$ cat config.mk
export PLATFORM = sky130hd
export DESIGN_NAME = infix_arith_expression_evaluator_top
export DESIGN_NICKNAME = d
export VERILOG_FILES = /design/src/hdl/iaee_pkg.sv /design/src/hdl/infix_arith_expression_evaluator_top.sv /design/src/hdl/iaee_muldiv.sv /design/src/hdl/iaee_datapath.sv /design/src/hdl/iaee_ctrl.sv
export SDC_FILE = /design/constraint.sdc
export NUM_CORES = 1
export LEC_CHECK = 0
export ABC_AREA = 1
export BUFFER_PORTS_ARGS = -buffer_cell sky130_fd_sc_hd__buf_2
export CORE_ASPECT_RATIO = 0.75
export CORE_MARGIN = 4
export CORE_UTILIZATION = 50
export CTS_BUF_LIST = sky130_fd_sc_hd__clkbuf_8
export DETAILED_ROUTE_END_ITERATION = 10
export HOLD_SLACK_MARGIN = 0.06
export PLACE_DENSITY_LB_ADDON = 0.2
export SETUP_SLACK_MARGIN = 0.02
export SYNTH_ARGS = -nofsm -noshare
export SYNTH_HDL_FRONTEND = slang
export SYNTH_SLANG_ARGS = --single-unit
$ cat constraint.sdc
create_clock -name clk_i -period 4.5 [get_ports clk_i]
set_input_delay 0 -clock clk_i [delete_from_list [all_inputs] [get_ports clk_i]]
set_output_delay 0 -clock clk_i [all_outputs]
set_load 0.1 [all_outputs]
$ cat src/hdl/iaee_pkg.sv
// ----------------------------------------------------------------------------
// iaee_pkg
// Shared types, character codes and decode helpers of the expression evaluator.
// ----------------------------------------------------------------------------
package iaee_pkg;

  localparam int unsigned VALUE_WIDTH_DEF = 32;
  localparam int unsigned OUT_WIDTH       = 32;
  localparam int unsigned CHAR_WIDTH      = 8;

  localparam logic [CHAR_WIDTH-1:0] CHAR_PLUS  = 8'h2B;
  localparam logic [CHAR_WIDTH-1:0] CHAR_MINUS = 8'h2D;
  localparam logic [CHAR_WIDTH-1:0] CHAR_STAR  = 8'h2A;
  localparam logic [CHAR_WIDTH-1:0] CHAR_SLASH = 8'h2F;
  localparam logic [CHAR_WIDTH-1:0] CHAR_SPACE = 8'h20;
  localparam logic [CHAR_WIDTH-1:0] CHAR_ZERO  = 8'h30;
  localparam logic [CHAR_WIDTH-1:0] CHAR_NINE  = 8'h39;

  typedef enum logic [2:0] {
    K_OTHER,
    K_DIGIT,
    K_ADD,
    K_SUB,
    K_MUL,
    K_DIV
  } char_kind_e;

  typedef enum logic [1:0] {
    ADD_NONE,
    ADD_PLUS,
    ADD_MINUS
  } add_op_e;

  typedef enum logic [1:0] {
    MUL_NONE,
    MUL_TIMES,
    MUL_DIVIDE
  } mul_op_e;

  typedef enum logic [1:0] {
    S_IDLE,
    S_TERM,
    S_CALC,
    S_FOLD
  } state_e;

  // Controller to datapath.
  typedef struct packed {
    logic       digit_en;
    logic       take_term;
    logic       fold_op;
    logic       emit;
    char_kind_e kind;
  } ctrl_cmd_t;

  // Datapath to controller.
  typedef struct packed {
    logic mul_pending;
    logic unit_done;
  } dp_status_t;

  function automatic char_kind_e classify(input logic [CHAR_WIDTH-1:0] c);
    char_kind_e k;
    priority if (c >= CHAR_ZERO && c <= CHAR_NINE) k = K_DIGIT;
    else if (c == CHAR_PLUS)  k = K_ADD;
    else if (c == CHAR_MINUS) k = K_SUB;
    else if (c == CHAR_STAR)  k = K_MUL;
    else if (c == CHAR_SLASH) k = K_DIV;
    else                      k = K_OTHER;  // space and anything else
    return k;
  endfunction

  function automatic logic is_operator(input char_kind_e k);
    return (k == K_ADD) || (k == K_SUB) || (k == K_MUL) || (k == K_DIV);
  endfunction

endpackage

$ cat src/hdl/infix_arith_expression_evaluator_top.sv
// ----------------------------------------------------------------------------
// infix_arith_expression_evaluator_top
// Evaluates a + - * / expression without parentheses, one character a beat.
// ----------------------------------------------------------------------------
// Input channel: in_valid_i / in_stall_o carry one ASCII character per beat
// (char_code_i) and end_of_expr_i on the last one. Digits build the operand,
// operators fold it, spaces and other codes are skipped.
// Output channel: out_valid_o / out_stall_i carry one result per expression,
// value_o (low 32 bits, two's complement) and error_o (missing operand or
// division by zero; value_o is then 0).
// Steps: a digit or skipped character is taken in the idle state. An
// operator closes the operand, waits for the multiply/divide unit when a *
// or / is pending (it resolves one bit per cycle and skips the loop on a
// zero divisor), then folds. A last digit or skipped character goes through
// the same steps; a last operator closes one more (missing) operand.
// The result is then registered and shows on out_valid_o the cycle after.
// The result sits in an output register, so the next expression is accepted
// while it waits. If a second result is ready while the first is stalled,
// the block holds and stalls its input until the receiver takes the first.
// Reset returns the block to the start of an expression with no result
// pending.
// ----------------------------------------------------------------------------
module infix_arith_expression_evaluator_top import iaee_pkg::*; #(
  parameter int unsigned VALUE_WIDTH = VALUE_WIDTH_DEF
) (
  input  logic                        clk_i,
  input  logic                        rst_ni,
  input  logic                        in_valid_i,
  output logic                        in_stall_o,
  input  logic [CHAR_WIDTH-1:0]       char_code_i,
  input  logic                        end_of_expr_i,
  output logic                        out_valid_o,
  input  logic                        out_stall_i,
  output logic signed [OUT_WIDTH-1:0] value_o,
  output logic                        error_o
);

  ctrl_cmd_t            cmd;
  dp_status_t           status;
  logic [OUT_WIDTH-1:0] value_raw;

  iaee_ctrl u_ctrl (
    .clk_i         (clk_i),
    .rst_ni        (rst_ni),
    .in_valid_i    (in_valid_i),
    .in_stall_o    (in_stall_o),
    .char_code_i   (char_code_i),
    .end_of_expr_i (end_of_expr_i),
    .out_valid_o   (out_valid_o),
    .out_stall_i   (out_stall_i),
    .cmd_o         (cmd),
    .status_i      (status)
  );

  iaee_datapath #(
    .VALUE_WIDTH(VALUE_WIDTH)
  ) u_datapath (
    .clk_i       (clk_i),
    .rst_ni      (rst_ni),
    .cmd_i       (cmd),
    .char_code_i (char_code_i),
    .status_o    (status),
    .value_o     (value_raw),
    .error_o     (error_o)
  );

  assign value_o = $signed(value_raw);

endmodule

$ cat src/hdl/iaee_muldiv.sv
// ----------------------------------------------------------------------------
// iaee_muldiv
// Shared iterative unit: shift-add multiply or restoring signed divide,
// one bit per cycle.
// ----------------------------------------------------------------------------
module iaee_muldiv import iaee_pkg::*; #(
  parameter int unsigned VALUE_WIDTH = VALUE_WIDTH_DEF
) (
  input  logic                   clk_i,
  input  logic                   rst_ni,
  input  logic                   start_i,
  input  logic                   div_i,
  input  logic [VALUE_WIDTH-1:0] a_i,
  input  logic [VALUE_WIDTH-1:0] b_i,
  output logic                   done_o,
  output logic                   div_zero_o,
  output logic [VALUE_WIDTH-1:0] result_o
);

  localparam int unsigned CNT_W = $clog2(VALUE_WIDTH + 1);
  localparam logic [CNT_W-1:0] CNT_LOAD = CNT_W'(VALUE_WIDTH);

  logic                   busy_q, busy_d;
  logic [CNT_W-1:0]       cnt_q, cnt_d;
  logic                   div_q, div_d;
  logic                   neg_q, neg_d;
  logic                   dz_q, dz_d;
  logic [VALUE_WIDTH-1:0] a_q, a_d;
  logic [VALUE_WIDTH-1:0] b_q, b_d;
  logic [VALUE_WIDTH-1:0] acc_q, acc_d;
  logic [VALUE_WIDTH:0]   trial;
  logic [VALUE_WIDTH:0]   trial_sub;
  logic [VALUE_WIDTH-1:0] a_mag, b_mag;

  assign a_mag     = a_i[VALUE_WIDTH-1] ? (~a_i + 1'b1) : a_i;
  assign b_mag     = b_i[VALUE_WIDTH-1] ? (~b_i + 1'b1) : b_i;
  assign trial     = {acc_q, a_q[VALUE_WIDTH-1]};
  assign trial_sub = trial - {1'b0, b_q};

  always_comb begin
    busy_d = busy_q;
    cnt_d  = cnt_q;
    div_d  = div_q;
    neg_d  = neg_q;
    dz_d   = dz_q;
    a_d    = a_q;
    b_d    = b_q;
    acc_d  = acc_q;
    if (start_i) begin
      busy_d = 1'b1;
      div_d  = div_i;
      acc_d  = '0;
      if (div_i) begin
        a_d   = a_mag;
        b_d   = b_mag;
        neg_d = a_i[VALUE_WIDTH-1] ^ b_i[VALUE_WIDTH-1];
        dz_d  = (b_i == '0);
        cnt_d = (b_i == '0) ? '0 : CNT_LOAD;
      end else begin
        a_d   = a_i;
        b_d   = b_i;
        neg_d = 1'b0;
        dz_d  = 1'b0;
        cnt_d = CNT_LOAD;
      end
    end else if (busy_q) begin
      if (cnt_q != '0) begin
        cnt_d = cnt_q - 1'b1;
        if (div_q) begin
          // Restoring step: the quotient bit shifts into the dividend register.
          if (!trial_sub[VALUE_WIDTH]) begin
            acc_d = trial_sub[VALUE_WIDTH-1:0];
            a_d   = {a_q[VALUE_WIDTH-2:0], 1'b1};
          end else begin
            acc_d = trial[VALUE_WIDTH-1:0];
            a_d   = {a_q[VALUE_WIDTH-2:0], 1'b0};
          end
        end else begin
          acc_d = acc_q + (b_q[0] ? a_q : '0);
          a_d   = {a_q[VALUE_WIDTH-2:0], 1'b0};
          b_d   = {1'b0, b_q[VALUE_WIDTH-1:1]};
        end
      end else begin
        busy_d = 1'b0;
      end
    end
  end

  always_ff @(posedge clk_i or negedge rst_ni) begin
    if (!rst_ni) begin
      busy_q <= 1'b0;
      cnt_q  <= '0;
    end else begin
      busy_q <= busy_d;
      cnt_q  <= cnt_d;
    end
  end

  always_ff @(posedge clk_i) begin
    div_q <= div_d;
    neg_q <= neg_d;
    dz_q  <= dz_d;
    a_q   <= a_d;
    b_q   <= b_d;
    acc_q <= acc_d;
  end

  assign done_o     = busy_q && (cnt_q == '0);
  assign div_zero_o = div_q && dz_q;

  always_comb begin
    if (!div_q)     result_o = acc_q;
    else if (dz_q)  result_o = '0;
    else if (neg_q) result_o = ~a_q + 1'b1;
    else            result_o = a_q;
  end

endmodule

$ cat src/hdl/iaee_datapath.sv
// ----------------------------------------------------------------------------
// iaee_datapath
// Operand, pending sum and product registers, the fold adder and the result
// register; runs the shared multiply/divide unit on command.
// ----------------------------------------------------------------------------
module iaee_datapath import iaee_pkg::*; #(
  parameter int unsigned VALUE_WIDTH = VALUE_WIDTH_DEF
) (
  input  logic                  clk_i,
  input  logic                  rst_ni,
  input  ctrl_cmd_t             cmd_i,
  input  logic [CHAR_WIDTH-1:0] char_code_i,
  output dp_status_t            status_o,
  output logic [OUT_WIDTH-1:0]  value_o,
  output logic                  error_o
);

  logic [VALUE_WIDTH-1:0] acc_q, acc_d;
  logic                   seen_q, seen_d;
  logic [VALUE_WIDTH-1:0] sum_q, sum_d;
  add_op_e                add_op_q, add_op_d;
  logic [VALUE_WIDTH-1:0] prod_q, prod_d;
  mul_op_e                mul_op_q, mul_op_d;
  logic [VALUE_WIDTH-1:0] term_q, term_d;
  logic                   err_q, err_d;
  logic [OUT_WIDTH-1:0]   out_value_q, out_value_d;
  logic                   out_error_q, out_error_d;

  logic                   unit_start;
  logic                   unit_done;
  logic                   unit_dz;
  logic [VALUE_WIDTH-1:0] unit_res;
  logic [VALUE_WIDTH-1:0] opnd;
  logic [VALUE_WIDTH-1:0] fold_res;
  logic [VALUE_WIDTH-1:0] digit_next;
  logic [OUT_WIDTH-1:0]   res_out;

  assign opnd       = seen_q ? acc_q : '0;
  assign unit_start = cmd_i.take_term && (mul_op_q != MUL_NONE);
  assign digit_next = (acc_q << 3) + (acc_q << 1)
                    + VALUE_WIDTH'(char_code_i[3:0]);

  always_comb begin
    unique case (add_op_q)
      ADD_PLUS:  fold_res = sum_q + term_q;
      ADD_MINUS: fold_res = sum_q - term_q;
      default:   fold_res = term_q;
    endcase
  end

  if (VALUE_WIDTH >= OUT_WIDTH) begin : g_trunc
    assign res_out = fold_res[OUT_WIDTH-1:0];
  end else begin : g_ext
    assign res_out = {{(OUT_WIDTH - VALUE_WIDTH){1'b0}}, fold_res};
  end

  iaee_muldiv #(
    .VALUE_WIDTH(VALUE_WIDTH)
  ) u_muldiv (
    .clk_i      (clk_i),
    .rst_ni     (rst_ni),
    .start_i    (unit_start),
    .div_i      (mul_op_q == MUL_DIVIDE),
    .a_i        (prod_q),
    .b_i        (opnd),
    .done_o     (unit_done),
    .div_zero_o (unit_dz),
    .result_o   (unit_res)
  );

  always_comb begin
    acc_d       = acc_q;
    seen_d      = seen_q;
    sum_d       = sum_q;
    add_op_d    = add_op_q;
    prod_d      = prod_q;
    mul_op_d    = mul_op_q;
    term_d      = term_q;
    err_d       = err_q;
    out_value_d = out_value_q;
    out_error_d = out_error_q;

    if (cmd_i.digit_en) begin
      acc_d  = digit_next;
      seen_d = 1'b1;
    end

    // Close the current operand; a missing one counts as zero.
    if (cmd_i.take_term) begin
      term_d = opnd;
      err_d  = err_q | ~seen_q;
      acc_d  = '0;
      seen_d = 1'b0;
    end

    if (unit_done) begin
      term_d = unit_res;
      err_d  = err_q | unit_dz;
    end

    if (cmd_i.fold_op) begin
      unique case (cmd_i.kind)
        K_MUL: begin
          prod_d   = term_q;
          mul_op_d = MUL_TIMES;
        end
        K_DIV: begin
          prod_d   = term_q;
          mul_op_d = MUL_DIVIDE;
        end
        K_ADD: begin
          sum_d    = fold_res;
          add_op_d = ADD_PLUS;
          prod_d   = '0;
          mul_op_d = MUL_NONE;
        end
        K_SUB: begin
          sum_d    = fold_res;
          add_op_d = ADD_MINUS;
          prod_d   = '0;
          mul_op_d = MUL_NONE;
        end
        default: ;
      endcase
    end

    // Deliver the result and return to the start-of-expression state.
    if (cmd_i.emit) begin
      out_value_d = err_q ? '0 : res_out;
      out_error_d = err_q;
      acc_d       = '0;
      seen_d      = 1'b0;
      sum_d       = '0;
      add_op_d    = ADD_NONE;
      prod_d      = '0;
      mul_op_d    = MUL_NONE;
      err_d       = 1'b0;
    end
  end

  always_ff @(posedge clk_i or negedge rst_ni) begin
    if (!rst_ni) begin
      acc_q    <= '0;
      seen_q   <= 1'b0;
      sum_q    <= '0;
      add_op_q <= ADD_NONE;
      prod_q   <= '0;
      mul_op_q <= MUL_NONE;
      err_q    <= 1'b0;
    end else begin
      acc_q    <= acc_d;
      seen_q   <= seen_d;
      sum_q    <= sum_d;
      add_op_q <= add_op_d;
      prod_q   <= prod_d;
      mul_op_q <= mul_op_d;
      err_q    <= err_d;
    end
  end

  always_ff @(posedge clk_i) begin
    term_q      <= term_d;
    out_value_q <= out_value_d;
    out_error_q <= out_error_d;
  end

  assign status_o.mul_pending = (mul_op_q != MUL_NONE);
  assign status_o.unit_done   = unit_done;
  assign value_o              = out_value_q;
  assign error_o              = out_error_q;

endmodule

$ cat src/hdl/iaee_ctrl.sv
// ----------------------------------------------------------------------------
// iaee_ctrl
// Sequencer: takes a character beat, steps operand close, multiply/divide
// and fold, and owns the output valid.
// ----------------------------------------------------------------------------
module iaee_ctrl import iaee_pkg::*; (
  input  logic                  clk_i,
  input  logic                  rst_ni,
  input  logic                  in_valid_i,
  output logic                  in_stall_o,
  input  logic [CHAR_WIDTH-1:0] char_code_i,
  input  logic                  end_of_expr_i,
  output logic                  out_valid_o,
  input  logic                  out_stall_i,
  output ctrl_cmd_t             cmd_o,
  input  dp_status_t            status_i
);

  state_e     state_q, state_d;
  char_kind_e kind_q, kind_d;
  logic       last_q, last_d;
  logic       out_valid_q, out_valid_d;
  char_kind_e in_kind;
  logic       out_free;

  assign in_kind  = classify(char_code_i);
  assign out_free = !out_valid_q || !out_stall_i;

  always_comb begin
    state_d         = state_q;
    kind_d          = kind_q;
    last_d          = last_q;
    cmd_o.digit_en  = 1'b0;
    cmd_o.take_term = 1'b0;
    cmd_o.fold_op   = 1'b0;
    cmd_o.emit      = 1'b0;
    cmd_o.kind      = kind_q;
    in_stall_o      = 1'b1;

    unique case (state_q)
      S_IDLE: begin
        in_stall_o = 1'b0;
        if (in_valid_i) begin
          cmd_o.digit_en = (in_kind == K_DIGIT);
          if (is_operator(in_kind) || end_of_expr_i) begin
            kind_d  = is_operator(in_kind) ? in_kind : K_OTHER;
            last_d  = end_of_expr_i;
            state_d = S_TERM;
          end
        end
      end
      S_TERM: begin
        cmd_o.take_term = 1'b1;
        state_d = status_i.mul_pending ? S_CALC : S_FOLD;
      end
      S_CALC: begin
        if (status_i.unit_done) state_d = S_FOLD;
      end
      S_FOLD: begin
        if (is_operator(kind_q)) begin
          cmd_o.fold_op = 1'b1;
          kind_d        = K_OTHER;
          // An operator as the last character still closes a (missing) operand.
          state_d       = last_q ? S_TERM : S_IDLE;
        end else if (out_free) begin
          cmd_o.emit = 1'b1;
          last_d     = 1'b0;
          state_d    = S_IDLE;
        end
      end
      default: state_d = S_IDLE;
    endcase

    out_valid_d = cmd_o.emit | (out_valid_q & out_stall_i);
  end

  always_ff @(posedge clk_i or negedge rst_ni) begin
    if (!rst_ni) begin
      state_q     <= S_IDLE;
      kind_q      <= K_OTHER;
      last_q      <= 1'b0;
      out_valid_q <= 1'b0;
    end else begin
      state_q     <= state_d;
      kind_q      <= kind_d;
      last_q      <= last_d;
      out_valid_q <= out_valid_d;
    end
  end

  assign out_valid_o = out_valid_q;

endmodule

== After elaboration in Yosys (flattened, before gate mapping) ==
Cells that the tools add are included.
Word-level totals
  flip-flop bits (word level): 280
  logic and storage cells: 195
Cells by class
  bitwise logic cells: 9
  $add $sub $neg: 10
  equal/unequal tests: 27
  multiplexer cells: 83
  reduce and logical (&&, ||, !) cells: 42
  $lt $le $gt $ge: 2
Operators with widths (number)
  2-to-1 mux 32 bit: 28
  case mux 32 bit (2 select lines): 2
  adder 32 x 1 -> 32 bit (second input constant): 3
  adder 32 bit: 3
  NOT 32 bit: 3
  subtractor 33 x 32 -> 33 bit: 1
  adder 32 x 4 -> 32 bit: 1
  == test 8 x 6 -> 1 bit (second input constant): 4
  zero test 32 bit: 1
  subtractor 32 bit: 1
  2-to-1 mux 6 bit: 5
  2-to-1 mux 3 bit: 9
  2-to-1 mux 1 bit: 24
  2-to-1 mux 2 bit: 10
  nonzero test 2 bit: 7
  == test 3 x 2 -> 1 bit (second input constant): 4
  == test 3 bit (second input constant): 4
  AND reduction 2 bit: 6
  nonzero test 3 bit: 4
  == test 2 bit (second input constant): 4
  greater-or-equal comparator 8 x 6 -> 1 bit (second input constant): 1
  <= comparator 8 x 6 -> 1 bit (second input constant): 1
  logical OR 1 bit: 8
  inequality test 2 x 1 -> 1 bit (second input constant): 4
  24 further kinds: 35

== Longest topological paths before layout ==
Gate-level depths: netlist (run 1).
  word-level depth: 14
  gate-level depth with buffers: 23

== Cells and area by module ==
Synthesis (run 1) repeated with hierarchy kept, for this count alone.
Second synthesis, totals
  cell total of the unflattened synthesis: 3954
  area, all modules: 25383.1 um^2
By module, submodules not included
  iaee_datapath: times used 1, area an instance 12424.4 um^2, cells an instance 1757, sequential area each 4504.3 um^2
  iaee_muldiv: times used 1, area an instance 12353.1 um^2, cells an instance 2113, sequential area each 2827.7 um^2
  iaee_ctrl: times used 1, area an instance 605.6 um^2, cells an instance 84, sequential area each 175.2 um^2

== Least setup slack after synthesis (run 1) ==
OpenSTA, ideal clock, no wires.
  path type: register to register
  from: register u_datapath.u_muldiv.cnt_q[0]
  to: register u_datapath.u_muldiv.b_q[0], enable pin
  setup time: 0.466 ns
  arrival: 3.359 ns
  path buffers: 1
  stages on the path, launching flop included: 11
  slack: 0.675 ns
  clock period less this slack: 3.825 ns
  cell sequence: dfrtp_1 > inv_1 > ha_1 > inv_1 > nor3_1 > inv_1 > nor3_1 > inv_1 > nand2_1 > buf_2 > o21ai_0
Between the ends
  word-level cells in the longest chain between the ends: 3
RTL lines
  start, declared: RTL line iaee_muldiv.sv:24  | logic [CNT_W-1:0] cnt_q, cnt_d;
  start signal, assigned: RTL line iaee_muldiv.sv:95  | cnt_q <= cnt_d;
  nonzero test 6 bit: RTL line iaee_muldiv.sv:67  | if (cnt_q != '0) begin
  nonzero test 2 bit (no line)
  AND reduction 3 bit (no line)
  end signal, assigned: RTL line iaee_muldiv.sv:104  | b_q <= b_d;
  end, declared: RTL line iaee_muldiv.sv:29  | logic [VALUE_WIDTH-1:0] b_q, b_d;
No other way between the ends.
A chain may end at the register's enable or synchronous reset.

== Worst setup path in the final report (run 1) ==
  from: register u_datapath.term_q[0]
  to: register u_datapath.out_value_q[29], in the netlist u_datapath.value_o[29], data pin
Between the ends
  word-level cells in the longest chain between the ends: 2
  elaborated cells between the ends (all ways): 3
  classes of those cells: add/sub: 2; mux: 1
RTL lines
  start, declared: RTL line iaee_datapath.sv:24  | logic [VALUE_WIDTH-1:0] term_q, term_d;
  start signal, assigned: RTL line iaee_datapath.sv:162  | term_q <= term_d;
  subtractor 32 bit or adder 32 bit (tied branches): RTL line iaee_datapath.sv:46, iaee_datapath.sv:45
  case mux 32 bit (2 select lines) *: RTL line iaee_datapath.sv:44  | unique case (add_op_q)
  end signal, assigned: RTL line iaee_datapath.sv:163  | out_value_q <= out_value_d;
  end, declared: RTL line iaee_datapath.sv:26  | logic [OUT_WIDTH-1:0] out_value_q, out_value_d;
Mark *: on every way between the ends. The rest lies on a longest branch, timed or not.

==> results of run 1 <==
==> power by group through the flow <==
stage               logic, mW  registers (mW)  clock network (mW)
floorplan                8.19            5.18                   0
global placement         12.1            4.81                   0
detailed placement       12.1            4.80                   0
CTS                      12.2            4.76                2.43
global route             13.9            4.89                2.55
finish                   12.5            4.82                2.40
==> how the worst min path moves through the flow <==
stage	from	endpoint	slack, ns	cells after the start
2_1_floorplan	rst_ni	u_ctrl.kind_q[0]	-0.30	0
3_3_place_gp	rst_ni	u_datapath.sum_q[7]	0.16	1
3_5_place_dp	rst_ni	u_datapath.sum_q[7]	0.16	1
4_1_cts	char_code_i[3]	u_datapath.acc_q[4]	0.13	5
5_1_grt	char_code_i[5]	u_datapath.acc_q[25]	0.21	8
6_report	char_code_i[3]	u_datapath.acc_q[4]	0.16	5
==> critical path, delay by kind of cell, from the launching register on <==
kind | cells | cell delay [ns]
simple gates | 13 | 1.81
flops | 1 | 0.43
fa+ha+maj | 2 | 0.51
compound gates | 2 | 0.57
xor+xnor | 1 | 0.18
buf+inv | 2 | 0.19
==> state kept, by name (all words and copies together) (netlist names), 3 cells and up <==
name / flops
u_datapath.acc_q: 32
u_datapath.prod_q: 32
u_datapath.sum_q: 32
u_datapath.term_q: 32
u_datapath.u_muldiv.a_q: 32
u_datapath.u_muldiv.acc_q: 32
u_datapath.u_muldiv.b_q: 32
u_datapath.value_o: 32
u_datapath.u_muldiv.cnt_q: 6
u_ctrl.kind_q: 3
==> routing by layer <==
| metal | GRT usage (%) | vias to the layer above | routed length [um] |
|---|---|---|---|
| li1 | - | 12100 | - |
| met1 | 48.5 | 11100 | 39000 |
| met2 | 42.3 | 1077 | 31800 |
| met3 | 10.5 | 125 | 10600 |
| met4 | 7.67 | 2 | 1890 |
| met5 | 1.20 | - | 87 |
==> area by class of cell <==
type | instances | area share [%]
multi-input combinational | 2753 | 54.2
tap | 639 | 3.04
sequential | 280 | 28.6
inverter | 525 | 7.50
clock buffer | 53 | 2.77
clock inverter | 37 | 0.823
timing repair buffer | 115 | 3.07
==> what timing repair did <==
| action | CTS | global route |
|---|---|---|
| setup buffers | 0 | 0 |
| hold buffers | 19 | 0 |
| endpoints found under the hold margin | 138 | 0 |
| setup endpoints to repair | 0 | 0 |
==> layout by cell type (no fill, tap or decap), types with 52 or more instances in the layout <==
master and n:
nand2_1 1068, dfrtp_1 116, nor3_1 52, ha_1 164
clkbuf_8 53, nor2_1 321, a21oi_1 233, o21ai_0 307
inv_1 534, xor2_1 81, nand3_1 255, edfxtp_1 132
==> cell families (layout without fill, tap and decap cells) <==
logic type               count (synthesis)  in the layout
AO/OA/AOI/OAI                          678            678
buffers and inverters                  620            730
AND/OR/NAND/NOR                       1803           1803
adder cells (fa/ha/maj)                169            169
XOR/XNOR                               103            103
flip-flops                             280            280
==> metrics, run 1 <==
Crit path largest cell delay=0.43 ns; total congestion overflow=0; clock network power share=12.1%; standard-cell rows=a little under 70; Power per Cell Area=751 mW/mm^2; final worst slack=0.511 ns; status=finished clean; Die H=198 um; core area=0.0476 mm^2; dominant synthesized flop cell=edfxtp_1; Hold Fails Final Rpt=0; total power=between 15 and 20 mW; clock sink count=280; ANT cells=0; DP Cell Count=approximately 4300; min Tclk post-route=between 3 and 4 ns; maximum net fanout on the critical path=4; Setup-failing EPs final=0; TritonRoute pass-1 iters=8; largest net degree at the start of global routing=55; Rel. slew slack=34.2%; Skew-Pair Late Insertion Delay=0.64 ns; synthesized instance count=3653; final WL=83400 um; CTS Buffer Depth=3; Initial Util=50.7%; FF-to-FF path depth=20; routability cong.=1.00; post-synthesis sequential area ratio=a little under a third; yosys warns=0; CP max stage cell=edfxtp_1; reg2reg setup slack=about 0.51 ns; Setup CP Type=reg2reg; top cell type's share of synthesized area=16.6%; worst r2r dst=u_datapath.value_o[29]; post-route cell area=between 0.02 and 0.03 mm^2; area leader, netlist=nand2_1; Setup crit start=u_datapath.term_q[0]; Max-cap violations=0; fmax=251 MHz; Synth Register Bits=280; synthesized area=between 0.02 and 0.025 mm^2; Critical Path End=u_datapath.value_o[29]; DP Wirelength=65400 um; Reg power frac=24.4%; Adder-Cell Fraction of Synth Area=8.92%; Hold/Removal Path Class=in2reg; post_cts resized=0; Hold Slack=0.164 ns; max-slew violations=0; RSZ-0062 raised after global routing=false; slew of the pin with the lowest slew margin=0.984 ns; routed len/inst=between 15 and 20 um; Comb power frac=63.4%; initial antenna violation count=2; Yosys cell types=50; Setup Skew=around 0.034 ns; fin nets=about 3900; Register Area=0.00751 mm^2; filler instances=4861; XOR/XNOR Fraction of Synth Area=3.74%; Syn Area/Cell=6.60 um^2; Layout Cells excl Fill=between 4000 and 5000; Final Util=55.3%; vias per cell=5.55; post-synth net total=approximately 3800; sw frac=55.8%; part of the cycle the worst path needs=about nine tenths; register clock-pin slew on the reported worst setup and hold paths=0.06 ns; DR vias=24400; Startpoint Class=register; GRT Util Overall=31.6%; top cells by count, synth=1068 x nand2_1, 520 x inv_1, 321 x nor2_1; mux cell area share after synthesis=0%; detailed-route DRC error count=0; Crit path arrival time=4.34 ns; Area after DPL=0.0251 mm^2; leakage=13.8 nW; root buffer cell=clkbuf_8; share of layout cells above drive strength 1=under 10%; Ports=48; clock tree from TritonCTS=yes; CP dominant cell by count=nand2_1; ANT nets after route=0; main combinational cell family by area after synthesis=simple AND/OR/NAND/NOR gates; chip width=262 um; crit end category=register; Compound-Gate Fraction of Synth Area=15.3%; Internal=8.72 mW; sw power=11.0 mW; largest cells by area after synthesis=nand2_1 17%, edfxtp_1 16%, dfrtp_1 12%; Detailed Route Iter0 Violations=3003; Post-Route Setup TNS=0 ns; CTS H-Tree Depth=2; Worst VDD drop=0.413 mV; Req. time, crit path=4.85 ns; number of global-route vias before repair=22100; CP Cell Sequence=inv_1, ha_1, nand3_1, nor2_1, nand2_1, nor2_1, nand2_1, o21ai_0, o21ai_0, xor2_1, ha_1, nand2_1, inv_1, nand2_1, nor3_1, nand3_1, nand3_1, nand3_1, nand2_1, nor2_1; area of the multi-input gates=0.0143 mm^2; Post-synth EDFFs=132; most frequent cell after synthesis=nand2_1; Area Overhead vs Synth=8.95%; first-pass GRT wire length=approximately 130000 um; Post-Place Setup Slack=0.646 ns; FF-to-FF Start=u_datapath.term_q[0]; IO buf count=47; cts bufs inserted=between 40 and 50; Simple-Gate Fraction of Synth Area=31.0%; die footprint=between 0.05 and 0.06 mm^2; Async SR Flop Fraction=41.4%
(Power assumes the default switching activity.)
==> inputs of run 2 (changes only) <==
- CORE_MARGIN: 4 -> 2
==> run 2 against run 1 <==
Compared with the run above: clock-buffer cell count up 1; non-clock buffer count down 4; wire length down 0.27%; core utilization up 0.27 points; cell count about the same; worst hold slack worse by 0.011 ns; combinational power about the same; sequential cell count unchanged; critical endpoint unchanged.
==> metrics, run 2 (synthesis gave the netlist of run 1 again) <==
status=finished clean (unchanged); routed len/inst=18.9 um (about the same); ANT nets after route=0 (unchanged); root buffer cell=clkbuf_8 (unchanged); initial antenna violation count=2 (unchanged); Skew-Pair Late Insertion Delay=0.66 ns (was 0.64 ns); grt met2 use=45.8% (was 42.3%); Post-Place Setup Slack=0.679 ns (was 0.646 ns); Crit path arrival time=4.29 ns (was 4.34 ns); vias per cell=5.65 (was 5.55); Post-CTS Setup Inserts=0 (unchanged); total congestion overflow=0 (unchanged); Startpoint Class=register (unchanged); CP dominant cell by count=nand2_1 (unchanged); DP Cell Count=4289 (was 4293); GRT met1 Usage=50.9% (was 48.5%); cts bufs inserted=49 (was 48); share of layout cells above drive strength 1=6.09% (was 6.06%); core area=0.0475 mm^2 (was 0.0476 mm^2); most common cell after layout, fill and taps aside=nand2_1 (unchanged); Detailed Route Iter0 Violations=2954 (was 3003); Layout Cells excl Fill=4400 (was 4402); DR vias=24900 (was 24400); Initial Util=50.8% (was 50.7%); clock sink count=280 (unchanged); Worst VDD drop=0.305 mV (was 0.413 mV); register clock-pin slew on the reported worst setup and hold paths=0.06 ns (about the same); CP Cell Sequence=inv_1, ha_1, nand3_1, nor2_1, nand2_1, nor2_1, nand2_1, o21ai_0, o21ai_0, xor2_1, ha_1, inv_1, o21bai_1, a21oi_1, o21ai_0, a21oi_1, nand2_1, nand2_1, nand3_1, nand2_1, nor2_1 (was inv_1, ha_1, nand3_1, nor2_1, nand2_1, nor2_1, nand2_1, o21ai_0, o21ai_0, xor2_1, ha_1, nand2_1, inv_1, nand2_1, nor3_1, nand3_1, nand3_1, nand3_1, nand2_1, nor2_1); Crit path largest cell delay=0.44 ns (was 0.43 ns); DP Wirelength=64500 um (was 65400 um); Setup CP Type=reg2reg (unchanged); Req. time, crit path=4.88 ns (was 4.85 ns); commonest cells after routing, fill and taps aside=1068 x nand2_1, 533 x inv_1, 321 x nor2_1 (was 1068 x nand2_1, 534 x inv_1, 321 x nor2_1); Die H=194 um (was 198 um); die footprint=0.0500 mm^2 (was 0.0519 mm^2); Hold/Removal Path Class=in2reg (unchanged); min Tclk post-route=3.91 ns (was 3.99 ns); number of global-route vias before repair=22500 (was 22100); Setup Skew=0.0264 ns (was 0.0343 ns); CTS H-Tree Depth=2 (unchanged); Hold Fails Final Rpt=0 (unchanged); Power per Cell Area=757 mW/mm^2 (was 751 mW/mm^2); RSZ-0062 raised after global routing=false (unchanged); fmax=256 MHz (was 251 MHz); FF-to-FF Start=u_datapath.term_q[0] (unchanged); crit end category=register (unchanged); chip width=258 um (was 262 um); fin nets=3902 (was 3905); met3 usage=7.06% (was 10.5%); first-pass GRT wire length=129000 um (was 128000 um); standard-cell rows=69 (unchanged); CTS Buffer Depth=3 (unchanged); gr busiest metal=met1 (unchanged); max-slew violations=0 (unchanged); Setup crit start=u_datapath.term_q[0] (unchanged); clock tree from TritonCTS=yes (unchanged); Max-cap violations=0 (unchanged); startpoint of the worst hold path=char_code_i[3] (unchanged); final WL=83200 um (was 83400 um); Ports=48 (unchanged); IO buf count=47 (unchanged); leakage=13.8 nW (about the same); final worst slack=0.590 ns (was 0.511 ns); total power=20.0 mW (was 19.7 mW); detailed-route DRC error count=0 (unchanged); Area Overhead vs Synth=9.29% (was 8.95%); GRT Util Overall=32.8% (was 31.6%); routability cong.=0.969 (was 1.00); Final Util=55.5% (was 55.3%); TritonRoute pass-1 iters=6 (was 8); Setup-failing EPs final=0 (unchanged); slew of the pin with the lowest slew margin=1.01 ns (was 0.984 ns); maximum net fanout on the critical path=4 (unchanged); post_cts resized=0 (unchanged); Post-Route Setup TNS=0 ns (unchanged); CP max stage cell=edfxtp_1 (unchanged); largest net degree at the start of global routing=59 (was 55); Rel. slew slack=32.6% (was 34.2%); part of the cycle the worst path needs=86.9% (was 88.6%)
-- run 2: cell type report --
type / instances / area [um^2]
sequential: 280 / 7510
tap: 639 / 800
fill: 4812 / 21100
antenna: 1 / 2.50
clock buffer: 54 / 743
inverter: 525 / 1970
clock inverter: 37 / 322
timing repair buffer: 111 / 766
multi-input combinational: 2753 / 14300
-- run 2: per-stage QoR --
step                      area, um^2  hold WS, ns
after global routing           26400        0.199
after detailed placement       25100        0.177
after floorplan                24100       -0.296
after global placement         25100        0.166
after CTS                      26400        0.126
final                          26400        0.153
-- run 2: what timing repair did --
item                                    in CTS  in global routing
endpoints found under the setup margin       0                  0
hold endpoints to repair                   139                  0
hold buffers                                19                  0
-- run 2: power by group --
| part | switching [mW] | internal, mW |
|---|---|---|
| combinational | 8.77 | 3.66 |
| sequential | 1.02 | 3.83 |
| clock | 1.23 | 1.46 |
-- run 2: worst max-delay path, delay by kind of cell, from the launching register on --
kind	cells	cell delay (ns)
and+or+nand+nor	10	1.20
adders and majority gates	2	0.52
DFF	1	0.44
buffers and inverters	2	0.21
xor gates and xnor gates	1	0.18
AOI/OAI and AO/OA	6	1.06
-- run 2: final timing paths --
check,cells past startpoint,to,slack (ns)
setup / recovery,21,u_datapath.value_o[29],0.59
hold / removal,5,u_datapath.acc_q[4],0.15
setup reg to reg,21,u_datapath.value_o[29],0.59
hold reg to reg,1,u_datapath.u_muldiv.cnt_q[3],0.48
max in group asynchronous,4,u_datapath.prod_q[11],2.46
min in group asynchronous,3,u_datapath.prod_q[12],0.52
-- run 2: per-layer routing --
layer	part of all wire [%]	vias to the layer above	wire length, um
met5	0.13	-	104
met1	47	11400	39000
li1	-	12100	-
met3	11	142	9360
met4	2.2	2	1860
met2	39	1179	32800
